--- src/design/ams_pkg.sv ---
`timescale 1ns / 1ps
package ams_pkg;

    localparam int AXIS_W      = 16;
    localparam int SUM_W       = 32;
    localparam int MAG_W       = 16;
    localparam int THRESH_W    = 16;
    localparam int INDEX_W     = 8;
    localparam int COUNT_W     = 8;
    localparam int ADDED_W     = 7;
    localparam int TOTAL_W     = 32;
    localparam int WINDOW_DEFAULT = 30;
    localparam logic [THRESH_W-1:0] THRESH_RESET = 16'd26000;
    localparam int QUEUE_DEPTH = 2;
    localparam logic [MAG_W-1:0] MAG_MAX = 16'd56755;

    typedef enum logic [1:0] {
        FRONT_IDLE,
        FRONT_SQUARE,
        FRONT_PUSH
    } t_front_state;

    typedef enum logic [1:0] {
        BACK_IDLE,
        BACK_ROOT,
        BACK_UPDATE
    } t_back_state;

    typedef struct packed {
        logic             valid;
        logic [SUM_W-1:0] sum;
    } t_sum_push;

    typedef struct packed {
        logic             valid;
        logic [SUM_W-1:0] sum;
    } t_sum_pop;

endpackage

--- src/design/ams_in_if.sv ---
`timescale 1ns / 1ps
interface ams_in_if;
    logic                              valid;
    logic                              ready;
    logic signed [ams_pkg::AXIS_W-1:0] accel_x;
    logic signed [ams_pkg::AXIS_W-1:0] accel_y;
    logic signed [ams_pkg::AXIS_W-1:0] accel_z;

    modport source (output valid, output accel_x, output accel_y, output accel_z,
                    input ready);
    modport sink (input valid, input accel_x, input accel_y, input accel_z,
                  output ready);
endinterface

--- src/design/ams_out_if.sv ---
`timescale 1ns / 1ps
interface ams_out_if;
    logic                         valid;
    logic                         ready;
    logic [ams_pkg::MAG_W-1:0]    magnitude;
    logic                         window_end;
    logic [ams_pkg::ADDED_W-1:0]  steps_added;
    logic [ams_pkg::TOTAL_W-1:0]  step_total;

    modport source (output valid, output magnitude, output window_end,
                    output steps_added, output step_total, input ready);
    modport sink (input valid, input magnitude, input window_end,
                  input steps_added, input step_total, output ready);
endinterface

--- src/design/ams_cfg_if.sv ---
`timescale 1ns / 1ps
interface ams_cfg_if;
    logic                         valid;
    logic                         ready;
    logic [ams_pkg::THRESH_W-1:0] data;

    modport source (output valid, output data, input ready);
    modport sink (input valid, input data, output ready);
endinterface

--- src/design/accel_magnitude_step_counter.sv ---
`timescale 1ns / 1ps
// Step counter on a stream of three-axis accelerometer samples.
// i_sample carries one signed sample per axis; an item is taken when valid
// and ready are both high. o_result returns one item per sample: the floor
// square root of the sum of squares, a window-end flag, the steps added at
// that window end and the running 32-bit step total.
// i_cfg writes the 16-bit peak threshold; it is always ready and should be
// written only while no sample is in flight.
// The front squares the three axes on one multiplier and hands the sum to a
// two-entry queue. The back resolves the square root one result bit per
// cycle, then updates the window state, and takes no new sum until it has
// finished the last. Sustained throughput is set by the 16-step square root.
// While the receiver stalls, the finished item is held in the output register;
// the back then waits, the queue fills, and i_sample.ready, which is low while
// the front is busy, stays low once both queue entries and the front are occupied.
// Reset clears the window state, the step total and all valid flags and
// restores the threshold to 26000.
module accel_magnitude_step_counter #(
    parameter int WINDOW = ams_pkg::WINDOW_DEFAULT
) (
    input  logic      i_clk,
    input  logic      i_rst_n,
    ams_in_if.sink    i_sample,
    ams_cfg_if.sink   i_cfg,
    ams_out_if.source o_result
);

    logic [ams_pkg::THRESH_W-1:0] r_threshold;
    ams_pkg::t_sum_push           w_push;
    logic                         w_push_ready;
    ams_pkg::t_sum_pop            w_pop;
    logic                         w_pop_ready;

    assign i_cfg.ready = 1'b1;

    always_ff @(posedge i_clk) begin
        if (!i_rst_n) begin
            r_threshold <= ams_pkg::THRESH_RESET;
        end else if (i_cfg.valid && i_cfg.ready) begin
            r_threshold <= i_cfg.data;
        end
    end

    ams_front u_front (
        .i_clk        (i_clk),
        .i_rst_n      (i_rst_n),
        .i_sample     (i_sample),
        .o_push       (w_push),
        .i_push_ready (w_push_ready)
    );

    ams_queue u_queue (
        .i_clk        (i_clk),
        .i_rst_n      (i_rst_n),
        .i_push       (w_push),
        .o_push_ready (w_push_ready),
        .o_pop        (w_pop),
        .i_pop_ready  (w_pop_ready)
    );

    ams_back #(
        .WINDOW (WINDOW)
    ) u_back (
        .i_clk       (i_clk),
        .i_rst_n     (i_rst_n),
        .i_pop       (w_pop),
        .o_pop_ready (w_pop_ready),
        .i_threshold (r_threshold),
        .o_result    (o_result)
    );

`ifndef SYNTHESIS
    a_added_only_at_end: assert property (@(posedge i_clk) disable iff (!i_rst_n)
        o_result.valid && !o_result.window_end |-> o_result.steps_added == '0)
        else $error("steps added outside a window end");

    a_mag_bound: assert property (@(posedge i_clk) disable iff (!i_rst_n)
        o_result.valid |-> o_result.magnitude <= ams_pkg::MAG_MAX)
        else $error("magnitude above the largest possible root");

    a_push_held: assert property (@(posedge i_clk) disable iff (!i_rst_n)
        w_push.valid && !w_push_ready |=> w_push.valid && $stable(w_push.sum))
        else $error("front dropped or changed a sum while the queue was full");
`endif

endmodule

--- src/design/ams_front.sv ---
`timescale 1ns / 1ps
module ams_front (
    input  logic               i_clk,
    input  logic               i_rst_n,
    ams_in_if.sink             i_sample,
    output ams_pkg::t_sum_push o_push,
    input  logic               i_push_ready
);

    ams_pkg::t_front_state r_state, n_state;
    logic [1:0]                   r_axis, n_axis;
    logic [ams_pkg::AXIS_W-1:0]   r_ax, r_ay, r_az;
    logic [ams_pkg::SUM_W-1:0]    r_acc, n_acc;
    logic [ams_pkg::AXIS_W-1:0]   w_operand;
    logic [ams_pkg::SUM_W-1:0]    w_square;
    logic                         w_accept;

    assign w_accept = i_sample.valid && i_sample.ready;

    // One shared 16x16 multiplier squares the three axes in turn.
    always_comb begin
        case (r_axis)
            2'd0:    w_operand = r_ax;
            2'd1:    w_operand = r_ay;
            default: w_operand = r_az;
        endcase
    end

    assign w_square = ams_pkg::SUM_W'(w_operand) * ams_pkg::SUM_W'(w_operand);

    always_ff @(posedge i_clk) begin
        if (!i_rst_n) begin
            r_state <= ams_pkg::FRONT_IDLE;
            r_axis  <= 2'd0;
        end else begin
            r_state <= n_state;
            r_axis  <= n_axis;
        end
    end

    // Magnitude of each axis; the most negative code maps to 0x8000.
    always_ff @(posedge i_clk) begin
        if (w_accept) begin
            r_ax <= i_sample.accel_x[ams_pkg::AXIS_W-1] ? -i_sample.accel_x : i_sample.accel_x;
            r_ay <= i_sample.accel_y[ams_pkg::AXIS_W-1] ? -i_sample.accel_y : i_sample.accel_y;
            r_az <= i_sample.accel_z[ams_pkg::AXIS_W-1] ? -i_sample.accel_z : i_sample.accel_z;
        end
        r_acc <= n_acc;
    end

    always_comb begin
        n_state         = r_state;
        n_axis          = r_axis;
        n_acc           = r_acc;
        i_sample.ready  = 1'b0;
        o_push.valid    = 1'b0;
        o_push.sum      = r_acc;
        case (r_state)
            ams_pkg::FRONT_IDLE: begin
                i_sample.ready = 1'b1;
                if (i_sample.valid) begin
                    n_state = ams_pkg::FRONT_SQUARE;
                    n_axis  = 2'd0;
                    n_acc   = '0;
                end
            end
            ams_pkg::FRONT_SQUARE: begin
                n_acc  = r_acc + w_square;
                n_axis = r_axis + 2'd1;
                if (r_axis == 2'd2) begin
                    n_state = ams_pkg::FRONT_PUSH;
                end
            end
            ams_pkg::FRONT_PUSH: begin
                o_push.valid = 1'b1;
                if (i_push_ready) begin
                    n_state = ams_pkg::FRONT_IDLE;
                end
            end
            default: begin
                n_state = ams_pkg::FRONT_IDLE;
            end
        endcase
    end

endmodule

--- src/design/ams_queue.sv ---
`timescale 1ns / 1ps
module ams_queue (
    input  logic               i_clk,
    input  logic               i_rst_n,
    input  ams_pkg::t_sum_push i_push,
    output logic               o_push_ready,
    output ams_pkg::t_sum_pop  o_pop,
    input  logic               i_pop_ready
);

    localparam int PTR_W = $clog2(ams_pkg::QUEUE_DEPTH);
    localparam int CNT_W = $clog2(ams_pkg::QUEUE_DEPTH + 1);

    logic [ams_pkg::SUM_W-1:0] r_data [ams_pkg::QUEUE_DEPTH];
    logic [PTR_W-1:0]          r_wr_ptr, r_rd_ptr;
    logic [CNT_W-1:0]          r_count;
    logic                      w_push, w_pop;

    assign o_push_ready = (r_count != CNT_W'(ams_pkg::QUEUE_DEPTH));
    assign o_pop.valid  = (r_count != '0);
    assign o_pop.sum    = r_data[r_rd_ptr];
    assign w_push       = i_push.valid && o_push_ready;
    assign w_pop        = o_pop.valid && i_pop_ready;

    always_ff @(posedge i_clk) begin
        if (!i_rst_n) begin
            r_wr_ptr <= '0;
            r_rd_ptr <= '0;
            r_count  <= '0;
        end else begin
            if (w_push) begin
                r_wr_ptr <= (r_wr_ptr == PTR_W'(ams_pkg::QUEUE_DEPTH - 1)) ? '0
                                                                          : r_wr_ptr + 1'b1;
            end
            if (w_pop) begin
                r_rd_ptr <= (r_rd_ptr == PTR_W'(ams_pkg::QUEUE_DEPTH - 1)) ? '0
                                                                          : r_rd_ptr + 1'b1;
            end
            case ({w_push, w_pop})
                2'b10:   r_count <= r_count + 1'b1;
                2'b01:   r_count <= r_count - 1'b1;
                default: r_count <= r_count;
            endcase
        end
    end

    always_ff @(posedge i_clk) begin
        if (w_push) begin
            r_data[r_wr_ptr] <= i_push.sum;
        end
    end

endmodule

--- src/design/ams_back.sv ---
`timescale 1ns / 1ps
module ams_back #(
    parameter int WINDOW = ams_pkg::WINDOW_DEFAULT
) (
    input  logic                         i_clk,
    input  logic                         i_rst_n,
    input  ams_pkg::t_sum_pop            i_pop,
    output logic                         o_pop_ready,
    input  logic [ams_pkg::THRESH_W-1:0] i_threshold,
    ams_out_if.source                    o_result
);

    ams_pkg::t_back_state r_state, n_state;
    logic [ams_pkg::SUM_W-1:0]   r_rem, n_rem;
    logic [ams_pkg::SUM_W-1:0]   r_res, n_res;
    logic [ams_pkg::SUM_W-1:0]   r_bit, n_bit;
    logic [ams_pkg::SUM_W-1:0]   w_trial;

    logic [ams_pkg::INDEX_W-1:0] r_index, n_index;
    logic                        r_above, n_above;
    logic [ams_pkg::COUNT_W-1:0] r_count, n_count;
    logic [ams_pkg::TOTAL_W-1:0] r_total, n_total;

    logic                        r_out_valid, n_out_valid;
    logic [ams_pkg::MAG_W-1:0]   r_out_mag, n_out_mag;
    logic                        r_out_end, n_out_end;
    logic [ams_pkg::ADDED_W-1:0] r_out_added, n_out_added;

    logic [ams_pkg::MAG_W-1:0]   w_mag;
    logic [ams_pkg::INDEX_W-1:0] w_index_inc;
    logic                        w_out_free;

    assign w_trial     = r_res + r_bit;
    assign w_mag       = r_res[ams_pkg::MAG_W-1:0];
    assign w_index_inc = r_index + 1'b1;
    assign w_out_free  = !r_out_valid || o_result.ready;

    assign o_result.valid       = r_out_valid;
    assign o_result.magnitude   = r_out_mag;
    assign o_result.window_end  = r_out_end;
    assign o_result.steps_added = r_out_added;
    assign o_result.step_total  = r_total;

    always_ff @(posedge i_clk) begin
        if (!i_rst_n) begin
            r_state     <= ams_pkg::BACK_IDLE;
            r_index     <= '0;
            r_above     <= 1'b0;
            r_count     <= '0;
            r_total     <= '0;
            r_out_valid <= 1'b0;
        end else begin
            r_state     <= n_state;
            r_index     <= n_index;
            r_above     <= n_above;
            r_count     <= n_count;
            r_total     <= n_total;
            r_out_valid <= n_out_valid;
        end
    end

    always_ff @(posedge i_clk) begin
        r_rem       <= n_rem;
        r_res       <= n_res;
        r_bit       <= n_bit;
        r_out_mag   <= n_out_mag;
        r_out_end   <= n_out_end;
        r_out_added <= n_out_added;
    end

    always_comb begin
        n_state     = r_state;
        n_rem       = r_rem;
        n_res       = r_res;
        n_bit       = r_bit;
        n_index     = r_index;
        n_above     = r_above;
        n_count     = r_count;
        n_total     = r_total;
        n_out_valid = r_out_valid && !o_result.ready;
        n_out_mag   = r_out_mag;
        n_out_end   = r_out_end;
        n_out_added = r_out_added;
        o_pop_ready = 1'b0;
        case (r_state)
            ams_pkg::BACK_IDLE: begin
                o_pop_ready = 1'b1;
                if (i_pop.valid) begin
                    n_rem   = i_pop.sum;
                    n_res   = '0;
                    n_bit   = ams_pkg::SUM_W'(1) << (ams_pkg::SUM_W - 2);
                    n_state = ams_pkg::BACK_ROOT;
                end
            end
            ams_pkg::BACK_ROOT: begin
                // One result bit per cycle of the restoring square root.
                if (r_rem >= w_trial) begin
                    n_rem = r_rem - w_trial;
                    n_res = (r_res >> 1) + r_bit;
                end else begin
                    n_res = r_res >> 1;
                end
                n_bit = r_bit >> 2;
                if (r_bit[0]) begin
                    n_state = ams_pkg::BACK_UPDATE;
                end
            end
            ams_pkg::BACK_UPDATE: begin
                if (w_out_free) begin
                    n_out_mag   = w_mag;
                    n_out_end   = 1'b0;
                    n_out_added = '0;
                    n_out_valid = 1'b1;
                    if (w_mag > i_threshold && !r_above) begin
                        n_above = 1'b1;
                        if (r_count != '1) begin
                            n_count = r_count + 1'b1;
                        end
                    end else if (w_mag < i_threshold && r_above) begin
                        n_above = 1'b0;
                    end
                    n_index = w_index_inc;
                    // The sample that fills the window closes it, its own crossing included.
                    if (w_index_inc >= ams_pkg::INDEX_W'(WINDOW) || w_index_inc == '0) begin
                        n_out_added = n_count[ams_pkg::COUNT_W-1:1];
                        n_out_end   = 1'b1;
                        n_total     = r_total + ams_pkg::TOTAL_W'(n_count[ams_pkg::COUNT_W-1:1]);
                        n_index     = '0;
                        n_above     = 1'b0;
                        n_count     = '0;
                    end
                    n_state = ams_pkg::BACK_IDLE;
                end
            end
            default: begin
                n_state = ams_pkg::BACK_IDLE;
            end
        endcase
    end

endmodule
--- src/flat_wrapper.sv ---
// flat-port wrapper written by rule: the top's interface ports become plain ports
module accel_magnitude_step_counter_flat 
#(
    parameter int WINDOW = ams_pkg::WINDOW_DEFAULT
)
  (i_clk, i_rst_n, i_sample_valid, i_sample_accel_x, i_sample_accel_y, i_sample_accel_z, i_sample_ready, i_cfg_valid, i_cfg_data, i_cfg_ready, o_result_valid, o_result_magnitude, o_result_window_end, o_result_steps_added, o_result_step_total, o_result_ready);
  ams_in_if i_sample_i ();
  ams_cfg_if i_cfg_i ();
  ams_out_if o_result_i ();
  input  logic i_clk;
  input  logic i_rst_n;
  input wire logic [$bits(i_sample_i.valid)-1:0] i_sample_valid;
  input wire logic [$bits(i_sample_i.accel_x)-1:0] i_sample_accel_x;
  input wire logic [$bits(i_sample_i.accel_y)-1:0] i_sample_accel_y;
  input wire logic [$bits(i_sample_i.accel_z)-1:0] i_sample_accel_z;
  output wire logic [$bits(i_sample_i.ready)-1:0] i_sample_ready;
  input wire logic [$bits(i_cfg_i.valid)-1:0] i_cfg_valid;
  input wire logic [$bits(i_cfg_i.data)-1:0] i_cfg_data;
  output wire logic [$bits(i_cfg_i.ready)-1:0] i_cfg_ready;
  output wire logic [$bits(o_result_i.valid)-1:0] o_result_valid;
  output wire logic [$bits(o_result_i.magnitude)-1:0] o_result_magnitude;
  output wire logic [$bits(o_result_i.window_end)-1:0] o_result_window_end;
  output wire logic [$bits(o_result_i.steps_added)-1:0] o_result_steps_added;
  output wire logic [$bits(o_result_i.step_total)-1:0] o_result_step_total;
  input wire logic [$bits(o_result_i.ready)-1:0] o_result_ready;
  assign i_sample_i.valid = i_sample_valid;
  assign i_sample_i.accel_x = i_sample_accel_x;
  assign i_sample_i.accel_y = i_sample_accel_y;
  assign i_sample_i.accel_z = i_sample_accel_z;
  assign i_sample_ready = i_sample_i.ready;
  assign i_cfg_i.valid = i_cfg_valid;
  assign i_cfg_i.data = i_cfg_data;
  assign i_cfg_ready = i_cfg_i.ready;
  assign o_result_valid = o_result_i.valid;
  assign o_result_magnitude = o_result_i.magnitude;
  assign o_result_window_end = o_result_i.window_end;
  assign o_result_steps_added = o_result_i.steps_added;
  assign o_result_step_total = o_result_i.step_total;
  assign o_result_i.ready = o_result_ready;
  accel_magnitude_step_counter #(.WINDOW(WINDOW)) u_core (.i_clk(i_clk), .i_rst_n(i_rst_n), .i_sample(i_sample_i), .i_cfg(i_cfg_i), .o_result(o_result_i));
endmodule
--- config.mk ---
export PLATFORM = sky130hd
export DESIGN_NAME = accel_magnitude_step_counter_flat
export DESIGN_NICKNAME = d
export VERILOG_FILES = /design/src/design/ams_pkg.sv /design/src/design/ams_in_if.sv /design/src/design/ams_out_if.sv /design/src/design/ams_cfg_if.sv /design/src/design/accel_magnitude_step_counter.sv /design/src/design/ams_front.sv /design/src/design/ams_queue.sv /design/src/design/ams_back.sv /design/src/flat_wrapper.sv
export SDC_FILE = /design/constraint.sdc
export NUM_CORES = 1
export LEC_CHECK = 0
export ABC_CLOCK_PERIOD_IN_PS = 12700
export BUFFER_PORTS_ARGS = -buffer_cell sky130_fd_sc_hd__clkbuf_2
export CORE_AREA = 2 2 235 237
export CTS_BUF_LIST = sky130_fd_sc_hd__clkbuf_8
export CTS_CLUSTER_SIZE = 12
export DETAILED_ROUTE_END_ITERATION = 6
export DIE_AREA = 0 0 237 239
export PLACE_DENSITY_LB_ADDON = 0.3
export SETUP_SLACK_MARGIN = 0.02
export SYNTH_ARGS = -nofsm -noshare
export SYNTH_HDL_FRONTEND = slang
export SYNTH_SLANG_ARGS = --single-unit
--- constraint.sdc ---
create_clock -name i_clk -period 12.7 [get_ports i_clk]
set_input_delay 3.175 -clock i_clk [delete_from_list [all_inputs] [get_ports i_clk]]
set_output_delay 3.175 -clock i_clk [all_outputs]
set_load 0.01 [all_outputs]
* After elaboration in Yosys (flattened, before gate mapping) *
Memories as Yosys holds them, arrays and structs flattened. A register that Yosys moved wholly into a read port is not among the register bits.
Index checks and enable logic that the tools add are counted.
W data, S select, Z words.

storage, ports and cells
  memories kept = 1
  memory bits (writable) = 64
  flip-flop bits (word level) = 276

memories
  memory                 depth  bits a word  read ports  clocked after memory_dff  wr ports  RTL line         RTL
  u_core.u_queue.r_data  2      32           1           1                         1         ams_queue.sv:14  logic [ams_pkg::SUM_W-1:0] r_data [ams_pkg::QUEUE_DEPTH];

cells by class
  $lt $le $gt $ge = 4
  equal/unequal tests = 19
  reduce and logical (&&, ||, !) cells = 29
  muxes and demuxes = 46
  multipliers = 1
  add/subtract/negate cells = 15

operators with widths
  cell                   number
  $pmux W32 S2           4
  $mux W32               6
  $add A32 B32 Y32       2
  $mux W8                6
  $neg A16 Y16           3
  $mux W15               3
  $add A31 B32 Y32       1
  $add A32 B7 Y32        1
  $ge A32 B32 Y1         1
  $mul A16 B16 Y32       1
  $pmux W16 S2           1
  $sub A32 B32 Y32       1
  $add A8 B1 Y8 const B  2
  $gt A16 B16 Y1         1
  $lt A16 B16 Y1         1
  $mux W1                15
  $reduce_and A3 Y1      5
  $mux W2                7
  $ne A2 B2 Y1 const B   7
  $pmux W2 S3            2
  $eq A2 B1 Y1 const B   4
  $eq A2 B2 Y1 const B   4
  $ge A8 B5 Y1 const B   1
  $logic_not A8 Y1       1
  other kinds (15)       34

* Longest topological paths before layout *
  word-level depth = 6
  mapped depth = 30
  gate-level depth less buffers = 28

* Hierarchy *
Synthesis repeated with hierarchy kept, for this count alone.

second synthesis, totals
  cell total of the unflattened synthesis = 2,673
  area total of the unflattened synthesis = 26,324.0 um^2

modules (own cells, without submodules)
  module                        times used  cells each  area an instance (um^2)
  ams_front                     1           1,281       12,150.4
  ams_back                      1           1,215       11,025.6
  ams_queue                     1           124         2,536.2
  accel_magnitude_step_counter  1           53          611.8

* Worst setup path after synthesis *
No wires, ideal clock.

  path kind = register to register
  start = reg u_core.u_front.r_axis[0]
  end = reg u_core.u_front.r_acc[26] (netlist name), data pin
  library setup time = 266 ps
  slack = 5,494 ps
  buffers on the path = 3
  data required time = 12,434 ps
  data arrival time = 6,941 ps
  cell stages (with the launch flop) = 28
  cell sequence = dfxtp_1 > inv_1 > ha_1 > clkbuf_1 > nor2_1 > clkbuf_1 > a21oi_1 > inv_1 > clkbuf_1 > nand2_1 > fa_1 > fa_1 > inv_1 > fa_1 > fa_1 > fa_1 > inv_1 > fa_1 > inv_1 > ha_1 > and4_1 > and2_1 > a22oi_1 > nand2_1 > o21a_1 > a311oi_1 > xor2_1 > nor2_1

between the ends
  word-level cells in the longest chain between the ends = 5

RTL lines
  item                                                     RTL line         RTL
  from (decl)                                              ams_front.sv:11  logic [1:0] r_axis, n_axis;
  from (signal assigned)                                   ams_front.sv:37  r_axis <= n_axis;
  $eq A2 B1 Y1 / $logic_not A2 Y1 (equally long branches)  ams_front.sv:22  case (r_axis)
  $pmux W16 S2 (*)                                         ams_front.sv:22
  $mul A16 B16 Y32 (*)                                     ams_front.sv:29  assign w_square = ams_pkg::SUM_W'(w_operand) * ams_pkg::SUM_W'(w_operand);
  $add A32 B32 Y32 (*)                                     ams_front.sv:68  n_acc = r_acc + w_square;
  $pmux W32 S2 (*)                                         ams_front.sv:58  case (r_state)
  to (signal assigned)                                     ams_front.sv:48  r_acc <= n_acc;
  to (decl)                                                ams_front.sv:13  logic [ams_pkg::SUM_W-1:0] r_acc, n_acc;

Every way passes the cells marked *; elsewhere a longest branch is shown, timed or not.
A chain may end at the register's enable or synchronous reset.

* Worst setup path in the final report *
  start = reg u_core.u_front.r_axis[0]
  end = reg u_core.u_front.r_acc[29] (netlist name), data pin

The elaborated chain is that of the path after synthesis.

==> results.ini <==
[status]
status = finished clean

[routing]
num_vias = 18800
dr.first_iter.drc_count = 1120
post_drt_wl_per_cell_um = 16.8
wl_um = 57800
drc = 0
drt-vias-per-instance = 5.45
ant_nets = 0
dr.pass1.iters = 5

[clock_network]
numCtsBuffers = 56
clk_latency_ps = 670
cts_resized = 0
clkSlewWorstSetupHoldPaths_ps = 60
cts_buffer_depth = 3
ctsRootBufferMaster = clkbuf_8
cts_setup_buffers = 0
cts_tree = yes
hold_buffers = 0
h-tree-depth = 2
clock_sinks = 325

[synthesis]
synth-warning-count = 0
synth_commonest_cells = 356 x inv_1, 248 x edfxtp_1, 223 x nand2_1
netlist.top_cell.by_area = edfxtp_1
synth_top_area_share_pct = 29.0
synth_area_leaders = edfxtp_1 29%, fa_1 15%, ha_1 9.5%
yosysMostFrequentCell = inv_1
synth_fp_nets = 3039
yosysSeqAreaShare_pct = 35.1
synth-edff-count = 248
syn_inst = 2579
syn_area_um2 = 25600
synth_cell_types = 82
async_reset_ff_share_pct = 0
synth_area_per_cell_um2 = 9.94
synth_ff_type = edfxtp_1
yosys_register_bits = 325

[placed_design]
dpl-instance-area_um2 = 26900
portBuffers = 126
detailed_place_hpwl_um = 44800
pre_cts_slack_ps = 4330
place.gp.congestion = 0.973

[critical_path]
worstReg2RegStart = u_core.u_front.r_axis[0]$_SDFFE_PN0P_
crit_slowest_cell = a21oi_1
cp_cell_sequence = inv_1, ha_1, nor2_1, a21oi_1, clkinv_1, nand2_1, fa_1, fa_1, fa_1, inv_1, fa_1, fa_1, inv_1, fa_1, inv_1, ha_1, nand2_1, o21ai_0, nand3_1, a41oi_1, a22oi_1, a31oi_1, xnor2_1, nor2_1
reg2reg_slack_ps = 4070
worst_setup_path_start_kind = register
critPathMaxStageDelay_ps = 840
path_delay_family = adder cells
reg2reg_depth = 24
crit_top_cell = fa_1
path_max_fanout = 19
worst-setup-path-type = register to register
crit_buf_inv = 5
endpoint_kind = register
r2r_end = u_core.u_front.r_acc[29]$_SDFFCE_PN0P_
worstPathRequired_ps = 13060
worstPathArrival_ps = 8990

[timing]
fin_crit_ps = 8630
fmax_ghz = 0.116
setup_viol = 0
period_share_pct = 67.9
skew_ps = 62.9
relSlewSlack_pct = 21.2
tightestPinTransition_ps = 1180
hold_viol = 0
hold_ws_ps = 417
setup_slack_ps = 4070
drv_slew = 0
tns_ps = 0
rsz0062_at_grt = false

[die]
initial_core_util_pct = 47.2
die_y_um = 239
coreArea_um2 = 54300
dieArea_um2 = 56600
rows = 86
io_pins = 128
die_x_um = 237

[hold_path]
hold_depth = 0
worstHoldPathType = register to register
hold_start = u_core.u_front.r_acc[10]$_SDFFCE_PN0P_
hold_path_end = u_core.u_queue.r_data[0][10]$_DFFE_PP_

[final_layout]
final_net_count = 3155
fill_cells = 4839
final_area_um2 = 28100
antenna_cells = 0
drive_gt1_share_pct = 9.59
ff_latch_area_um2 = 8990
multiInputGateArea_um2 = 15000
areaGrowthSynthToFinish_pct = 9.44

[grt]
grt_util_all_layers_pct = 20.5
grt_pass1_vias = 19000
grt_overflow_total = 0
grt_pass1_wl_um = 95200
antenna_found_initial = 0
grt_max_degree = 68

[run]
maxCapViolCount = 0

-- worst max path at each step --
stage | depth (start not counted) | slack, ps | start | endpoint
global route | 24 | 3670 | u_core.u_front.r_axis[0]$_SDFFE_PN0P_ | u_core.u_front.r_acc[31]$_SDFFCE_PN0P_
CTS | 24 | 4270 | u_core.u_front.r_axis[0]$_SDFFE_PN0P_ | u_core.u_front.r_acc[29]$_SDFFCE_PN0P_
finish | 24 | 4070 | u_core.u_front.r_axis[0]$_SDFFE_PN0P_ | u_core.u_front.r_acc[29]$_SDFFCE_PN0P_
floorplan | 27 | 5490 | u_core.u_front.r_axis[0]$_SDFFE_PN0P_ | u_core.u_front.r_acc[26]$_SDFFCE_PN0P_
global placement | 24 | 4690 | u_core.u_front.r_axis[0]$_SDFFE_PN0P_ | u_core.u_front.r_acc[29]$_SDFFCE_PN0P_
detailed placement | 24 | 4330 | u_core.u_front.r_axis[0]$_SDFFE_PN0P_ | u_core.u_front.r_acc[29]$_SDFFCE_PN0P_
-- cell usage in the layout (no fill, tap or decap), types with 31 or more instances in the layout --
cell type  instances
nor3_1            49
ha_1             195
a31oi_1           31
nor2_1           190
a21o_1            40
a211oi_1          34
o21ai_0           95
clkbuf_2         126
nand3_1           47
edfxtp_1         248
fa_1             196
xnor2_1           96
xor2_1            71
clkbuf_8          63
inv_1            372
a21oi_1          122
nand2_1          222
dfxtp_1           76
-- state kept, by name, summed over array words and instances, names as in the netlist, 2 cells and up, named ones only --
register,count
u_core.u_front.r_axis,2
u_core.r_threshold,16
u_core.u_back.r_index,8
u_core.u_back.r_rem,32
u_core.u_front.r_az,16
u_core.u_back.o_result.magnitude,16
u_core.u_queue.r_data,64
u_core.u_back.r_bit,16
u_core.u_front.r_state,2
u_core.u_front.r_ay,16
u_core.u_back.r_count,8
u_core.u_back.o_result.steps_added,7
u_core.u_front.r_ax,16
u_core.u_front.r_acc,32
u_core.u_back.r_state,2
u_core.u_back.o_result.step_total,32
u_core.u_back.r_res,32
u_core.u_queue.r_count,2
-- metrics by stage --
| step | utilization (%) | instances |
|---|---|---|
| 2_1_floorplan | - | 2579 |
| 3_3_place_gp | 49.6 | 3341 |
| 3_5_place_dp | 49.6 | 3341 |
| 4_1_cts | 51.6 | 3446 |
| 5_1_grt | 51.6 | 3446 |
| 6_report | 51.6 | 3446 |
-- cell families after synthesis --
| logic type | after synthesis | share of synthesized area, % |
|---|---|---|
| buffers and inverters | 442 | 6.59 |
| DFF | 325 | 35.1 |
| muxes | 41 | 1.65 |
| and+or+nand+nor | 706 | 13.2 |
| xor gates and xnor gates | 167 | 5.71 |
| adders and majority gates | 391 | 24.8 |
| other | 1 | 0.0146 |
| AOI/OAI and AO/OA | 506 | 13.0 |
-- cell type report --
type / instances / share of cell area (%)
Inverter: 361 / 4.83
Sequential cell: 325 / 32.0
Tap cell: 704 / 3.14
Clock inverter: 42 / 0.919
Timing Repair Buffer: 139 / 2.60
Multi-Input combinational cell: 1812 / 53.4
Clock buffer: 63 / 3.09
-- metal layers --
metal	GRT usage [%]	vias to the layer above	share of wire [%]
met5	0	-	0
met4	6.14	0	2.7
met3	2.92	108	4.1
met2	35.6	435	49
met1	26.6	9082	44
li1	-	9145	-
Power is not shown: default switching activity piles up to over one toggle a cycle in this logic, so the estimate is an artifact.
